--- src/hdl/pgn_div.sv ---
// Pipelined restoring divider: several lanes share one divisor and a sideband tag.
module pgn_div #(
	parameter int LANES  = 2,
	parameter int NUM_W  = 16,
	parameter int DEN_W  = 11,
	parameter int TAG_W  = 1,
	parameter int STAGES = 4
) (
	input  logic                            clk,
	input  logic                            arst_n,
	input  logic                            en,
	input  logic                            in_valid,
	input  logic [LANES-1:0][DEN_W-1:0]     r0,
	input  logic [LANES-1:0][NUM_W-1:0]     num,
	input  logic [DEN_W-1:0]                den,
	input  logic [TAG_W-1:0]                tag,
	output logic                            out_valid,
	output logic [LANES-1:0][NUM_W-1:0]     quot,
	output logic [LANES-1:0][DEN_W-1:0]     rem,
	output logic [TAG_W-1:0]                tag_out
);

	// NUM_W must be a multiple of STAGES
	localparam int STEP = NUM_W / STAGES;

	logic                        v_s   [1:STAGES];
	logic [LANES-1:0][DEN_W-1:0] rem_s [1:STAGES];
	logic [LANES-1:0][NUM_W-1:0] nq_s  [1:STAGES];
	logic [TAG_W-1:0]            tag_s [1:STAGES];

	for (genvar g = 0; g < STAGES; g++) begin : g_stage
		logic                        prv_v;
		logic [LANES-1:0][DEN_W-1:0] prv_rem;
		logic [LANES-1:0][NUM_W-1:0] prv_nq;
		logic [TAG_W-1:0]            prv_tag;
		logic [LANES-1:0][DEN_W-1:0] rem_nxt;
		logic [LANES-1:0][NUM_W-1:0] nq_nxt;
		logic [DEN_W:0]              part;
		logic [DEN_W-1:0]            r;
		logic [NUM_W-1:0]            q;

		if (g == 0) begin : g_first
			assign prv_v   = in_valid;
			assign prv_rem = r0;
			assign prv_nq  = num;
			assign prv_tag = tag;
		end else begin : g_next
			assign prv_v   = v_s[g];
			assign prv_rem = rem_s[g];
			assign prv_nq  = nq_s[g];
			assign prv_tag = tag_s[g];
		end

		// shift in one numerator bit per step, quotient bits fill from the bottom
		always_comb begin
			part    = '0;
			r       = '0;
			q       = '0;
			rem_nxt = '0;
			nq_nxt  = '0;
			for (int l = 0; l < LANES; l++) begin
				r = prv_rem[l];
				q = prv_nq[l];
				for (int k = 0; k < STEP; k++) begin
					part = {r, q[NUM_W-1]};
					q    = {q[NUM_W-2:0], 1'b0};
					if (part >= {1'b0, den}) begin
						part = part - {1'b0, den};
						q[0] = 1'b1;
					end
					r = part[DEN_W-1:0];
				end
				rem_nxt[l] = r;
				nq_nxt[l]  = q;
			end
		end

		always_ff @(posedge clk or negedge arst_n) begin
			if (!arst_n) begin
				v_s[g+1] <= 1'b0;
			end else if (en) begin
				v_s[g+1] <= prv_v;
			end
		end

		always_ff @(posedge clk) begin
			if (en) begin
				rem_s[g+1] <= rem_nxt;
				nq_s[g+1]  <= nq_nxt;
				tag_s[g+1] <= prv_tag;
			end
		end
	end

	assign out_valid = v_s[STAGES];
	assign quot      = nq_s[STAGES];
	assign rem       = rem_s[STAGES];
	assign tag_out   = tag_s[STAGES];

endmodule

--- config.mk ---
export PLATFORM = sky130hd
export DESIGN_NAME = pgn_div
export DESIGN_NICKNAME = d
export VERILOG_FILES = /design/src/hdl/pgn_div.sv
export SDC_FILE = /design/constraint.sdc
export NUM_CORES = 1
export LEC_CHECK = 0
export BUFFER_PORTS_ARGS = -buffer_cell sky130_fd_sc_hd__buf_2
export CORE_ASPECT_RATIO = 2
export CORE_MARGIN = 2
export CORE_UTILIZATION = 50
export DETAILED_ROUTE_END_ITERATION = 8
export PLACE_DENSITY = 0.79
export SYNTH_ARGS = -nofsm -noshare
export SYNTH_HDL_FRONTEND = slang
export SYNTH_SLANG_ARGS = --single-unit
--- constraint.sdc ---
create_clock -name clk -period 9.6 [get_ports clk]
set_input_delay 0.48 -clock clk [delete_from_list [all_inputs] [get_ports clk]]
set_output_delay 0.48 -clock clk [all_outputs]
set_load 0.05 [all_outputs]
## Word level (Yosys, flattened, before mapping)

Memories as Yosys holds them, arrays and structs flattened.
Index checks and enable logic that the tools add are counted.

- Memory bits (writable): 220
- Word-level logic and storage cells: 137
- Memories kept: 3
- Output and inout bits: 56
- Input port bits: 70
- Flip-flop bits (word level): 4

- Order comparisons: 32
- Mux-type cells: 66
- Add/subtract/negate cells: 32

Memories:

| name | depth | bits a word | rd ports | clocked after Yosys merged registers in | write ports | RTL line | text |
|---|---|---|---|---|---|---|---|
| nq_s | 4 | 32 | 4 | 0 | 4 | 28 | `logic [LANES-1:0][NUM_W-1:0] nq_s [1:STAGES];` |
| rem_s | 4 | 22 | 4 | 0 | 4 | 27 | `logic [LANES-1:0][DEN_W-1:0] rem_s [1:STAGES];` |
| tag_s | 4 | 1 | 4 | 0 | 4 | 29 | `logic [TAG_W-1:0] tag_s [1:STAGES];` |

Operators by type and width:

| operator | count |
|---|---|
| greater-or-equal comparator 12 x 11 -> 1 bit | 32 |
| two-way mux 11 bit | 32 |
| subtractor 11 bit | 32 |
| two-way mux 1 bit | 34 |

## Depth between registers and ports, before layout

Gate-level depths: netlist of run 1.
An unclocked memory read counts as a cell.

- Word-level depth: 9
- Depth in mapped cells: 47
- Gate-level depth less buffers: 45

## Worst setup path before layout of run 1

Ideal clock, no wire load.

- Path type: input -> register
- Start point: in den[2]
- End point: reg, netlist name rem_s[0][79]
- Data arrival time: 9.779 ns
- Setup slack: -0.439 ns
- Setup time: 0.260 ns
- Buffers on the path: 3
- Data required time: 9.340 ns
- Stages on the path: 42
- Cell sequence: inv_1 ha_1 nor2b_1 o21ai_0 a21oi_1 o31a_1 nor2_1 inv_1 buf_1 nor2_1 a21oi_1 fa_1 a21o_1 a21oi_1 o211ai_1 a41o_1 or3_1 nor2_1 [... 6 more ...] a21oi_1 o41ai_1 o21ai_0 a211o_1 a211o_1 buf_2 o21ai_0 fa_1 nor2b_1 o21ai_0 a21o_1 a31oi_1 or4_1 a31oi_1 o211ai_1 mux2i_2 inv_2 mux2_2

RTL lines:

| item | RTL line | text |
|---|---|---|
| start: declaration | 15 | `input logic [DEN_W-1:0] den,` |

==> impl_metrics.csv, run 1 <==
group,metric,value,unit
timing,hold_viol_final,0,
timing,skew,0.01276,ns
worst_setup_path,cp_slowest_cell,"or4_1",
floorplanning,die_w,165.6,um
global_routing,grt-ovfl-total,0,
logic_synthesis,yosysSeqAreaShare,0.2568,
route,vias,24690,
route,vias_per_cell,6.168,
worst_setup_path,r2r_slack,0.41,ns
timing,setup_viol,0,
worst_setup_path,reg2reg_to,"rem_s[0][79]",
timing,slew_headroom,0.3213,
cells_and_area,final_cell_mix,"349 x ha_1, 285 x buf_4, 220 x edfxtp_1",
clocking,ctsHtreeMaxLevel,1,
cells_and_area,utilization,0.5928,
logic_synthesis,synthArstFlopShare,0.01786,
floorplanning,ioPinCount,126,
place,place_ws,-0.3857,ns
hold_path,whs_path_depth,1,
logic_synthesis,synth_edf_count,220,
logic_synthesis,synthCells,2931,
floorplanning,start_util,0.5054,
clocking,insertion_delay,0.57,ns
floorplanning,core_area,51670,um^2
route,wire_per_inst,19.72,um
route,drt_iter0_drc,1473,
worst_setup_path,crit_arrival,9.50,ns
worst_setup_path,required,9.92,ns
floorplanning,die_h,327.2,um
logic_synthesis,syn_nets,3385,
route,drc,0,
global_routing,grt_usage,0.2843,
timing,drv_slew,0,
floorplanning,fp-row-count,118,
place,dp_hpwl,62.31,mm
worst_setup_path,crit_fanout,8,
timing,fmax,108.9,MHz
worst_setup_path,r2r_start,"nq_s[0][95]",
logic_synthesis,ys_types,93,
logic_synthesis,syn_avg_cell_area,8.911,um^2
logic_synthesis,synth_area,26120,um^2
timing,postLayoutSetupSlackWorst,0.4140,ns
timing,tightestPinTransition,1.018,ns
cells_and_area,nets,3782,
clocking,cts.sinks,224,
logic_synthesis,synth_flop_cell,"edfxtp_1",
timing,whs,0.08604,ns
cells_and_area,antenna_cells,0,
hold_path,hold_end,"nq_s[0][40]",
status,status,"complete, no violations",
global_routing,grt_max_degree,89,
clocking,cts_buffers,22,
cells_and_area,drive_above_1_share,0.1999,
logic_synthesis,ys_warn_count,0,
cells_and_area,final_common_cell,"ha_1",
global_routing,grt_pass1_wl,124.5,mm
logic_synthesis,ys_ff_latch,224,
route,drtAntennaViolNets,0,
hold_path,hold_start,"num[4]",
floorplanning,die_area,54190,um^2
worst_setup_path,worstSetupStartpointType,"register",
route,dr.pass1.iters,5,
route,wl,78.93,mm
worst_setup_path,rr_worst_depth,38,
timing,finalCriticalPeriod,9.186,ns
worst_setup_path,slowest_delay,0.43,ns
clocking,clk_pin_slew,0.07,ns
worst_setup_path,crit_path_frequent_cell,"ha_1",
cells_and_area,final_area,30630,um^2
hold_path,hold_path.class,"input pin to register",
place,gp_congestion,1.008,
cells_and_area,area_growth,17.28,%
worst_setup_path,path_class,"register to register",
clocking,cts.path.max_buffers,3,
timing,period_share,0.9569,
place,numPortBuffers,125,
clocking,cts_root_buf,"clkbuf_16",
job,cap_violations,0,
worst_setup_path,end_kind,"register",
global_routing,grt_pass1_vias,25260,
place,postPlaceCellArea,29680,um^2
clocking,cts_tree,"done",
global_routing,antenna_found_initial,3,
[metal layers]
layer / vias up / routed length [um] / track usage
met4: 4 / 6935 / 0.2240
met2: 880 / 40960 / 0.5392
met1: 11650 / 27020 / 0.2726
met5: - / 27 / 0
met3: 390 / 3987 / 0.03830
li1: 11760 / - / -
[cell usage after synthesis, drive strengths merged, types with 7 or more instances]
cell	number	area, um^2
a2111oi	8	76.32
a211oi	24	185.2
a21boi	37	277.8
a21o	57	427.9
a21oi	189	949.7
a31o	9	78.83
a31oi	21	131.4
and3	23	143.9
buf	14	63.81
clkbuf	34	127.6
edfxtp	220	6606
fa	32	640.6
ha	352	4404
inv	223	839.6
mux2	121	1374
mux2i	63	634.4
nand2	210	790.8
nand2b	52	325.3
nand3	51	255.2
nand4	63	394.1
nor2	204	765.7
nor2b	78	488.0
nor3	76	385.4
nor3b	10	75.07
nor4	19	118.9
o2111ai	8	70.07
o211a	10	100.1
o211ai	25	197.7
o21a	50	375.4
o21ai	214	1075
o21bai	13	97.59
o221ai	22	192.7
o22a	8	70.07
o22ai	7	43.79
o311ai	11	96.34
o31a	12	105.1
o31ai	33	247.7
o41ai	12	112.6
or2	19	118.9
or3	21	136.4
xnor2	119	1042
xor2	74	648.1
[state kept, by name, indices dropped and copies added (netlist names)]
signal         count
rem_s             88
tag_s              4
nq_s             128
g_stage.prv_v      3
out_valid          1
[worst max-delay path by stage]
stage,startpoint,endpoint,slack [ns],depth (start not counted)
floorplan,den[6],rem_s[0][97],0.003,40
global placement,den[2],rem_s[0][49],-0.38,42
detailed placement,den[2],rem_s[0][59],-0.39,40
CTS,nq_s[0][63],rem_s[0][55],0.05,40
global route,rem_s[0][81],rem_s[0][103],-0.04,41
finish,nq_s[0][95],rem_s[0][79],0.41,38
[through the flow]
stage	setup TNS, ns	std cells
floorplan	0	2931
global placement	-7.549	3951
detailed placement	-12.07	3951
CTS	0	3990
global route	-0.3404	4002
finish	0	4002
[worst max-delay path, delay by kind of cell, from the launching register on]
kind / cells / cell delay [ns]
AOI/OAI and AO/OA: 16 / 3.35
adders and majority gates: 5 / 1.54
buffers and inverters: 4 / 0.56
DFF: 1 / 0.41
muxes: 5 / 1.47
and+or+nand+nor: 8 / 1.61
[timing repair]
| action | CTS | global route |
|---|---|---|
| resized for setup | 0 | 65 |
| setup buffers | 0 | 11 |
| hold buffers | 1 | 0 |
| hold endpoints to repair | 4 | 0 |
| endpoints found under the setup margin | 0 | 84 |
[layout make-up]
cell class                 count  area, um^2
clock buffer                  28       594.3
clock inverter                10       82.58
fill                        4479       21040
inverter                     225       873.3
multi-input combinational   2434       18590
sequential                   224        6706
tap                          660       825.8
timing repair buffer         420        2957
timing repair inverter         1       7.507
[cells by family after synthesis]
| group | Yosys count | share of synthesized area |
|---|---|---|
| buf+inv | 273 | 0.03976 |
| flops | 224 | 0.2568 |
| mux | 184 | 0.07689 |
| simple gates | 854 | 0.1617 |
| compound gates | 819 | 0.2070 |
| xor+xnor | 193 | 0.06472 |
| fa+ha+maj | 384 | 0.1931 |
Power of run 1 is not shown: default switching activity piles up to over one toggle a cycle in this logic, so the estimate is an artifact.
==> inputs of run 2 (changes only) <==
--- a/config.mk
+++ b/config.mk
@@ -11,4 +11,5 @@
 export CORE_UTILIZATION = 50
 export DETAILED_ROUTE_END_ITERATION = 8
+export MAX_ROUTING_LAYER = met4
 export PLACE_DENSITY = 0.79
 export SYNTH_ARGS = -nofsm -noshare
==> constraint.sdc (replaced) <==
create_clock -name clk -period 9.6 [get_ports clk]
set_input_delay 2.88 -clock clk [delete_from_list [all_inputs] [get_ports clk]]
set_output_delay 2.88 -clock clk [all_outputs]
set_load 0.05 [all_outputs]
==> run 2 against run 1 <==
The flow now stops in global routing. Area after synthesis stayed put. Synthesized cell count stayed put.
==> impl_metrics.csv, run 2 <==
group,metric,value,unit
floorplanning,start_util,0.5054,
global_routing,grt_pass1_vias,44350,
logic_synthesis,synthCells,2931,
logic_synthesis,synth_most_common_cell,"ha_1",
logic_synthesis,ys_warn_count,0,
logic_synthesis,synthTopCellsByCount,"352 x ha_1, 220 x edfxtp_1, 217 x inv_1",
global_routing,grt_max_degree,91,
floorplanning,die_h,327.2,um
logic_synthesis,synth_area_leader_cell,"edfxtp_1",
clocking,cts_root_buf,"clkbuf_16",
place,dp_hpwl,77.34,mm
clocking,cts_buffers,23,
logic_synthesis,ys_top_cells_by_area,"edfxtp_1 25%, ha_1 17%, mux2_2 5.1%",
place,numPortBuffers,125,
clocking,ctsHtreeMaxLevel,1,
floorplanning,die_w,165.6,um
logic_synthesis,syn_nets,3385,
logic_synthesis,syn_avg_cell_area,8.911,um^2
global_routing,grt_pass1_wl,312.7,mm
status,haltStage,"global routing",
logic_synthesis,yosysTopAreaCellShare,0.2529,
global_routing,grt_usage,0.7846,
logic_synthesis,yosysSeqAreaShare,0.2568,
floorplanning,ioPinCount,126,
status,status,"aborted with a tool error",
logic_synthesis,synth_edf_count,220,
status,first-error,"[ERROR GRT-0116] Global routing finished with congestion. Check the congestion regions in the DRC Viewer.",
clocking,cts.path.max_buffers,3,
place,gp_congestion,1.076,
logic_synthesis,synth_area,26120,um^2
logic_synthesis,synthArstFlopShare,0.01786,
global_routing,grt-ovfl-total,345,
logic_synthesis,ys_ff_latch,224,
clocking,cts_hold_buf,0,
logic_synthesis,ys_types,93,
floorplanning,fp-row-count,118,
clocking,cts.sinks,224,
logic_synthesis,synth_flop_cell,"edfxtp_1",
## run 2: metrics by stage
| stage | area [um^2] | instances | worst slack, ns |
|---|---|---|---|
| 3_3_place_gp | 36160 | 4725 | -2.148 |
| 3_5_place_dp | 36160 | 4725 | -2.220 |
| 2_1_floorplan | 26980 | 2931 | -1.815 |
| 4_1_cts | 42350 | 5057 | -1.029 |
## run 2: repair_timing
| item | in CTS |
|---|---|
| gates resized for setup | 709 |
| cloned | 12 |
| pin swaps | 261 |
| setup buffers | 290 |
| hold endpoints to repair | 0 |
| endpoints found under the setup margin | 96 |
## run 2: cell families after synthesis
group | after synthesis | synth area share
AND/OR/NAND/NOR | 854 | 0.1617
AO/OA/AOI/OAI | 819 | 0.2070
adder cells (fa/ha/maj) | 384 | 0.1931
buffers and inverters | 273 | 0.03976
flip-flops | 224 | 0.2568
XOR/XNOR | 193 | 0.06472
multiplexers | 184 | 0.07689
## run 2: per-layer routing
metal  GRT usage  GRT overflow
met1      0.7496             9
met2      0.9225           188
met3      0.6491            38
met4      0.7936           110
met5           -             -
==> inputs of run 3 (changes only) <==
Settings changed: CORE_ASPECT_RATIO 2 to not set, CORE_UTILIZATION 50 to 35, MAX_ROUTING_LAYER met4 to not set, PLACE_DENSITY 0.79 to not set, PLACE_DENSITY_LB_ADDON set to 0.15.
Clock period 9.6 ns to 12.5 ns, I/O delays scaled along.
==> run 3 against run 2 <==
The flow now finishes without violations.
==> impl_metrics.csv, run 3 (synthesis results as in run 1) <==
group,metric,value,unit
timing,postLayoutSetupSlackWorst,0.4697,ns
floorplanning,start_util,0.3520,
clocking,cts_buffers,30,
global_routing,grt_pass1_vias,24720,
cells_and_area,area_growth,32.63,%
timing,skew,0.01141,ns
place,numPortBuffers,125,
route,drtAntennaViolNets,0,
route,wl,84.29,mm
cells_and_area,largest_register_ffs,128,
route,vias_per_cell,5.295,
worst_setup_path,slowest_delay,0.42,ns
worst_setup_path,crit_fanout,12,
cells_and_area,largestRegisters,"nq_s x128, rem_s x88, tag_s x4",
global_routing,grt_usage,0.2147,
floorplanning,die_h,277.2,um
global_routing,grt_pass1_wl,133.3,mm
floorplanning,die_area,76830,um^2
global_routing,grt_max_degree,101,
timing,drv_slew,0,
worst_setup_path,reg2reg_to,"rem_s[0][51]",
global_routing,grt-ovfl-total,0,
clocking,ctsHtreeMaxLevel,1,
hold_path,hold_start,"nq_s[0][34]",
worst_setup_path,worstSetupStartpointType,"input pin",
hold_path,whs_path_depth,0,
hold_path,hold_end,"nq_s[0][70]",
clocking,clk_pin_slew,0.06,ns
cells_and_area,antenna_cells,0,
cells_and_area,nets,4191,
worst_setup_path,cp_slowest_cell,"fa_2",
hold_path,hold_path.class,"register to register",
cells_and_area,final_common_cell,"buf_4",
status,status,"complete, no violations",
timing,finalCriticalPeriod,12.03,ns
timing,hold_viol_final,0,
worst_setup_path,r2r_start,"nq_s[0][47]",
global_routing,antenna_found_initial,0,
clocking,cts.path.max_buffers,3,
worst_setup_path,required,12.82,ns
timing,whs,0.4115,ns
worst_setup_path,rr_worst_depth,43,
floorplanning,die_w,277.2,um
worst_setup_path,path_buf_inv,7,
cells_and_area,top_register,"nq_s",
floorplanning,fp-row-count,100,
worst_setup_path,path_class,"input pin to register",
worst_setup_path,crit_arrival,12.35,ns
route,wire_per_inst,17.83,um
route,dr.pass1.iters,5,
clocking,cts_root_buf,"clkbuf_16",
job,cap_violations,0,
worst_setup_path,path_delay_family,"compound AO/OA/AOI/OAI gates",
timing,setup_viol,0,
cells_and_area,drive_above_1_share,0.2948,
cells_and_area,final_cell_mix,"674 x buf_4, 345 x ha_1, 220 x edfxtp_1",
timing,tightestPinTransition,0.9215,ns
timing,period_share,0.9624,
worst_setup_path,r2r_slack,3.60,ns
clocking,cts_hold_buf,0,
place,place_ws,-0.9467,ns
clocking,cts.sinks,224,
route,drt_iter0_drc,1308,
floorplanning,core_area,74200,um^2
place,dp_hpwl,68.99,mm
clocking,insertion_delay,0.59,ns
floorplanning,ioPinCount,126,
clocking,cts_tree,"done",
worst_setup_path,end_kind,"register",
timing,slew_headroom,0.3857,
route,vias,25030,
place,gp_congestion,0.9083,
route,drc,0,
timing,fmax,83.12,MHz
-- run 3: worst reg2reg max path, delay by kind of cell, from the launching register on --
family / cells / cell delay, ns
muxes: 2 / 0.69
DFF: 1 / 0.46
and+or+nand+nor: 7 / 0.95
buffers and inverters: 7 / 0.99
adders and majority gates: 5 / 1.56
AOI/OAI and AO/OA: 22 / 4.03
-- run 3: how the worst max path moves through the flow --
stage                     depth (start not counted)            end   start
after floorplan                                  40   rem_s[0][79]  den[2]
after global placement                           42  rem_s[0][101]  den[0]
after detailed placement                         42  rem_s[0][101]  den[0]
after CTS                                        43  rem_s[0][105]  den[0]
after global routing                             43   rem_s[0][37]  den[0]
final                                            42  rem_s[0][105]  den[0]
-- run 3: routing by layer --
layer  up-vias  global-route usage  share of wire
met5         -                   0              0
met2       442              0.3726           0.47
met1     11890              0.2911           0.48
li1      12620                   -              -
met3        81             0.01755          0.033
met4         0             0.04431          0.019
-- run 3: stage by stage --
step           setup TNS, ns  instances    util  instance area (um^2)
2_1_floorplan        -0.8512       2931       -                 26300
3_3_place_gp          -15.11       4667  0.4500                 33390
3_5_place_dp          -21.01       4667  0.4500                 33390
4_1_cts                    0       4721  0.4636                 34400
5_1_grt             -0.04996       4728  0.4669                 34640
6_report                   0       4728  0.4669                 34640
-- run 3: what timing repair did --
item                       in CTS  in global routing
gates cloned                    0                  1
gates resized for setup         5                 66
setup endpoints to repair      12                 87
setup buffers                   0                  6
pin swaps                       1                  6
-- run 3: final cells by class --
| type | instances | area [um^2] |
|---|---|---|
| repair inverters | 1 | 7.507 |
| inverters | 225 | 880.8 |
| flip-flops and latches | 224 | 6706 |
| fillers | 7102 | 39560 |
| well taps | 969 | 1212 |
| multi-input cells | 2434 | 18710 |
| clock inverters | 19 | 195.2 |
| clock buffers | 35 | 790.8 |
| repair buffers | 821 | 6136 |
Power of run 3 is left out for the same reason.
==> inputs of run 4 (changes only) <==
Settings changed: ABC_AREA set to 1, HOLD_SLACK_MARGIN set to 0.15.
==> run 4 against run 3 <==
Synthesized cell count rose by 34%. Core utilization fell by 7.7 points. Worst hold slack barely moved. Critical path type unchanged.
==> impl_metrics.csv, run 4 <==
group,metric,value,unit
timing,skew,0.01493,ns
worst_setup_path,end_kind,"register",
worst_setup_path,required,12.85,ns
place,numPortBuffers,125,
global_routing,grt-ovfl-total,0,
route,drc,0,
clocking,ctsHtreeMaxLevel,1,
logic_synthesis,synth_most_common_cell,"nand2_1",
cells_and_area,area_growth,10.62,%
timing,setup_viol,0,
clocking,clk_pin_slew,0.06,ns
logic_synthesis,ys_warn_count,0,
logic_synthesis,yosysTopAreaCellShare,0.2336,
logic_synthesis,yosysSeqAreaShare,0.2371,
logic_synthesis,synth_area_leader_cell,"edfxtp_1",
clocking,cts.path.max_buffers,3,
logic_synthesis,syn_avg_cell_area,7.207,um^2
floorplanning,fp-row-count,104,
timing,hold_viol_final,0,
global_routing,grt_pass1_vias,24760,
clocking,cts_hold_buf,0,
global_routing,antenna_found_initial,1,
clocking,cts_tree,"done",
cells_and_area,finalNonFillerCells,5168,
global_routing,grt_max_degree,90,
route,dr.pass1.iters,5,
worst_setup_path,crit_path_frequent_cell,"nand2_1",
clocking,cts_root_buf,"clkbuf_16",
status,status,"complete, no violations",
cells_and_area,top_register,"nq_s",
logic_synthesis,synthCells,3925,
timing,slew_headroom,0.3781,
logic_synthesis,syn_nets,4379,
logic_synthesis,synth_edf_count,220,
place,dp_hpwl,68.61,mm
hold_path,hold_path.class,"register to register",
logic_synthesis,synthTopCellsByCount,"1175 x nand2_1, 473 x inv_1, 352 x ha_1",
floorplanning,die_h,288.3,um
route,wire_per_inst,16.69,um
route,wl,86.27,mm
clocking,insertion_delay,0.61,ns
route,drt_iter0_drc,1582,
worst_setup_path,crit_arrival,12.07,ns
worst_setup_path,path_class,"input pin to register",
worst_setup_path,slowest_delay,0.50,ns
timing,grt_setup_unrepaired,"no",
route,drtAntennaViolNets,0,
floorplanning,start_util,0.3523,
logic_synthesis,ys_ff_latch,224,
logic_synthesis,synthArstFlopShare,0.01786,
job,cap_violations,0,
cells_and_area,final_common_cell,"nand2_1",
timing,period_share,0.9374,
cells_and_area,antenna_cells,0,
floorplanning,ioPinCount,126,
logic_synthesis,ys_types,64,
clocking,cts.sinks,224,
worst_setup_path,cp_slowest_cell,"o21ai_0",
clocking,postCtsSetupRepairBufs,0,
cells_and_area,largest_register_ffs,128,
floorplanning,die_area,83110,um^2
floorplanning,die_w,288.3,um
timing,drv_slew,0,
worst_setup_path,crit_fanout,17,
timing,fmax,85.34,MHz
worst_setup_path,worstSetupStartpointType,"input pin",
timing,finalCriticalPeriod,11.72,ns
global_routing,grt_usage,0.2064,
floorplanning,core_area,80290,um^2
clocking,cts_buffers,31,
place,dp.cells,5111,
global_routing,grt_pass1_wl,135.9,mm
timing,tightestPinTransition,0.9328,ns
cells_and_area,final_cell_mix,"1175 x nand2_1, 463 x inv_1, 352 x ha_1",
clocking,post_cts_resize_count,0,
cells_and_area,largestRegisters,"nq_s x128, rem_s x88, tag_s x4",
cells_and_area,drive_above_1_share,0.1061,
logic_synthesis,synth_area,28290,um^2
route,vias,25710,
cells_and_area,nets,4538,
logic_synthesis,ys_top_cells_by_area,"edfxtp_1 23%, nand2_1 16%, ha_1 16%",
place,gp_congestion,0.9009,
route,vias_per_cell,4.974,
timing,fin_tns_setup,0,ns
logic_synthesis,synth_flop_cell,"edfxtp_1",
[run 4: cell types whose count changed after synthesis, sizes merged, moves of 52 or more]
cell / change
nand2: +1006
inv: +280
nand3: +146
mux2: -121
xor2: +97
a21oi: +86
nor2: +86
nor2b: -77
mux2i: -63
nand2b: -52
[run 4: path summary, 6_finish.rpt]
path	from	slack [ns]	cells after the start	end
worst max-delay path	den[0]	0.78	42	rem_s[0][42]
max in group asynchronous	arst_n	9.44	1	g_stage[3].prv_v
worst min-delay path	nq_s[0][40]	0.41	0	nq_s[0][76]
min in group asynchronous	arst_n	2.94	1	g_stage[2].prv_v
worst max register to register	nq_s[0][95]	4.00	43	rem_s[0][78]
worst min register to register	nq_s[0][40]	0.41	0	nq_s[0][76]
[run 4: worst max-delay path: cells and delay by family]
family / cells / cell delay (ns)
AO/OA/AOI/OAI: 14 / 2.75
AND/OR/NAND/NOR: 15 / 2.28
buffers and inverters: 8 / 1.49
adder cells (fa/ha/maj): 5 / 1.78
[run 4: cell families after synthesis]
kind of cell	count (synthesis)	synth area share
AND/OR/NAND/NOR	1850	0.2897
AO/OA/AOI/OAI	661	0.1356
buffers and inverters	552	0.08059
adder cells (fa/ha/maj)	384	0.1784
XOR/XNOR	254	0.07865
flip-flops	224	0.2371
[run 4: layout make-up]
class / count / area (um^2)
Sequential cell: 224 / 6706
Inverter: 507 / 1907
Timing Repair Buffer: 171 / 1033
Fill cell: 8554 / 49000
Clock inverter: 20 / 197.7
Clock buffer: 37 / 818.3
Multi-Input combinational cell: 3149 / 19300
Tap cell: 1060 / 1326
[run 4: stage by stage]
step	setup slack [ns]	cell area, um^2	utilization	hold WS [ns]
6_report	0.7823	31290	0.3897	0.4119
5_1_grt	0.01061	31290	0.3897	0.4187
4_1_cts	0.8243	31290	0.3897	0.4169
3_5_place_dp	0.1886	30270	0.3771	0.4045
3_3_place_gp	0.2038	30270	0.3771	0.4011
2_1_floorplan	1.691	28290	-	0.4003
[run 4: per-layer routing]
| layer | routed length (um) | GRT usage | up-vias |
|---|---|---|---|
| li1 | - | - | 13420 |
| met1 | 39830 | 0.2716 | 11730 |
| met2 | 40440 | 0.3538 | 430 |
| met3 | 3232 | 0.02457 | 123 |
| met4 | 2752 | 0.06049 | 2 |
| met5 | 16 | 0 | - |
Power of run 4 is left out for the same reason.
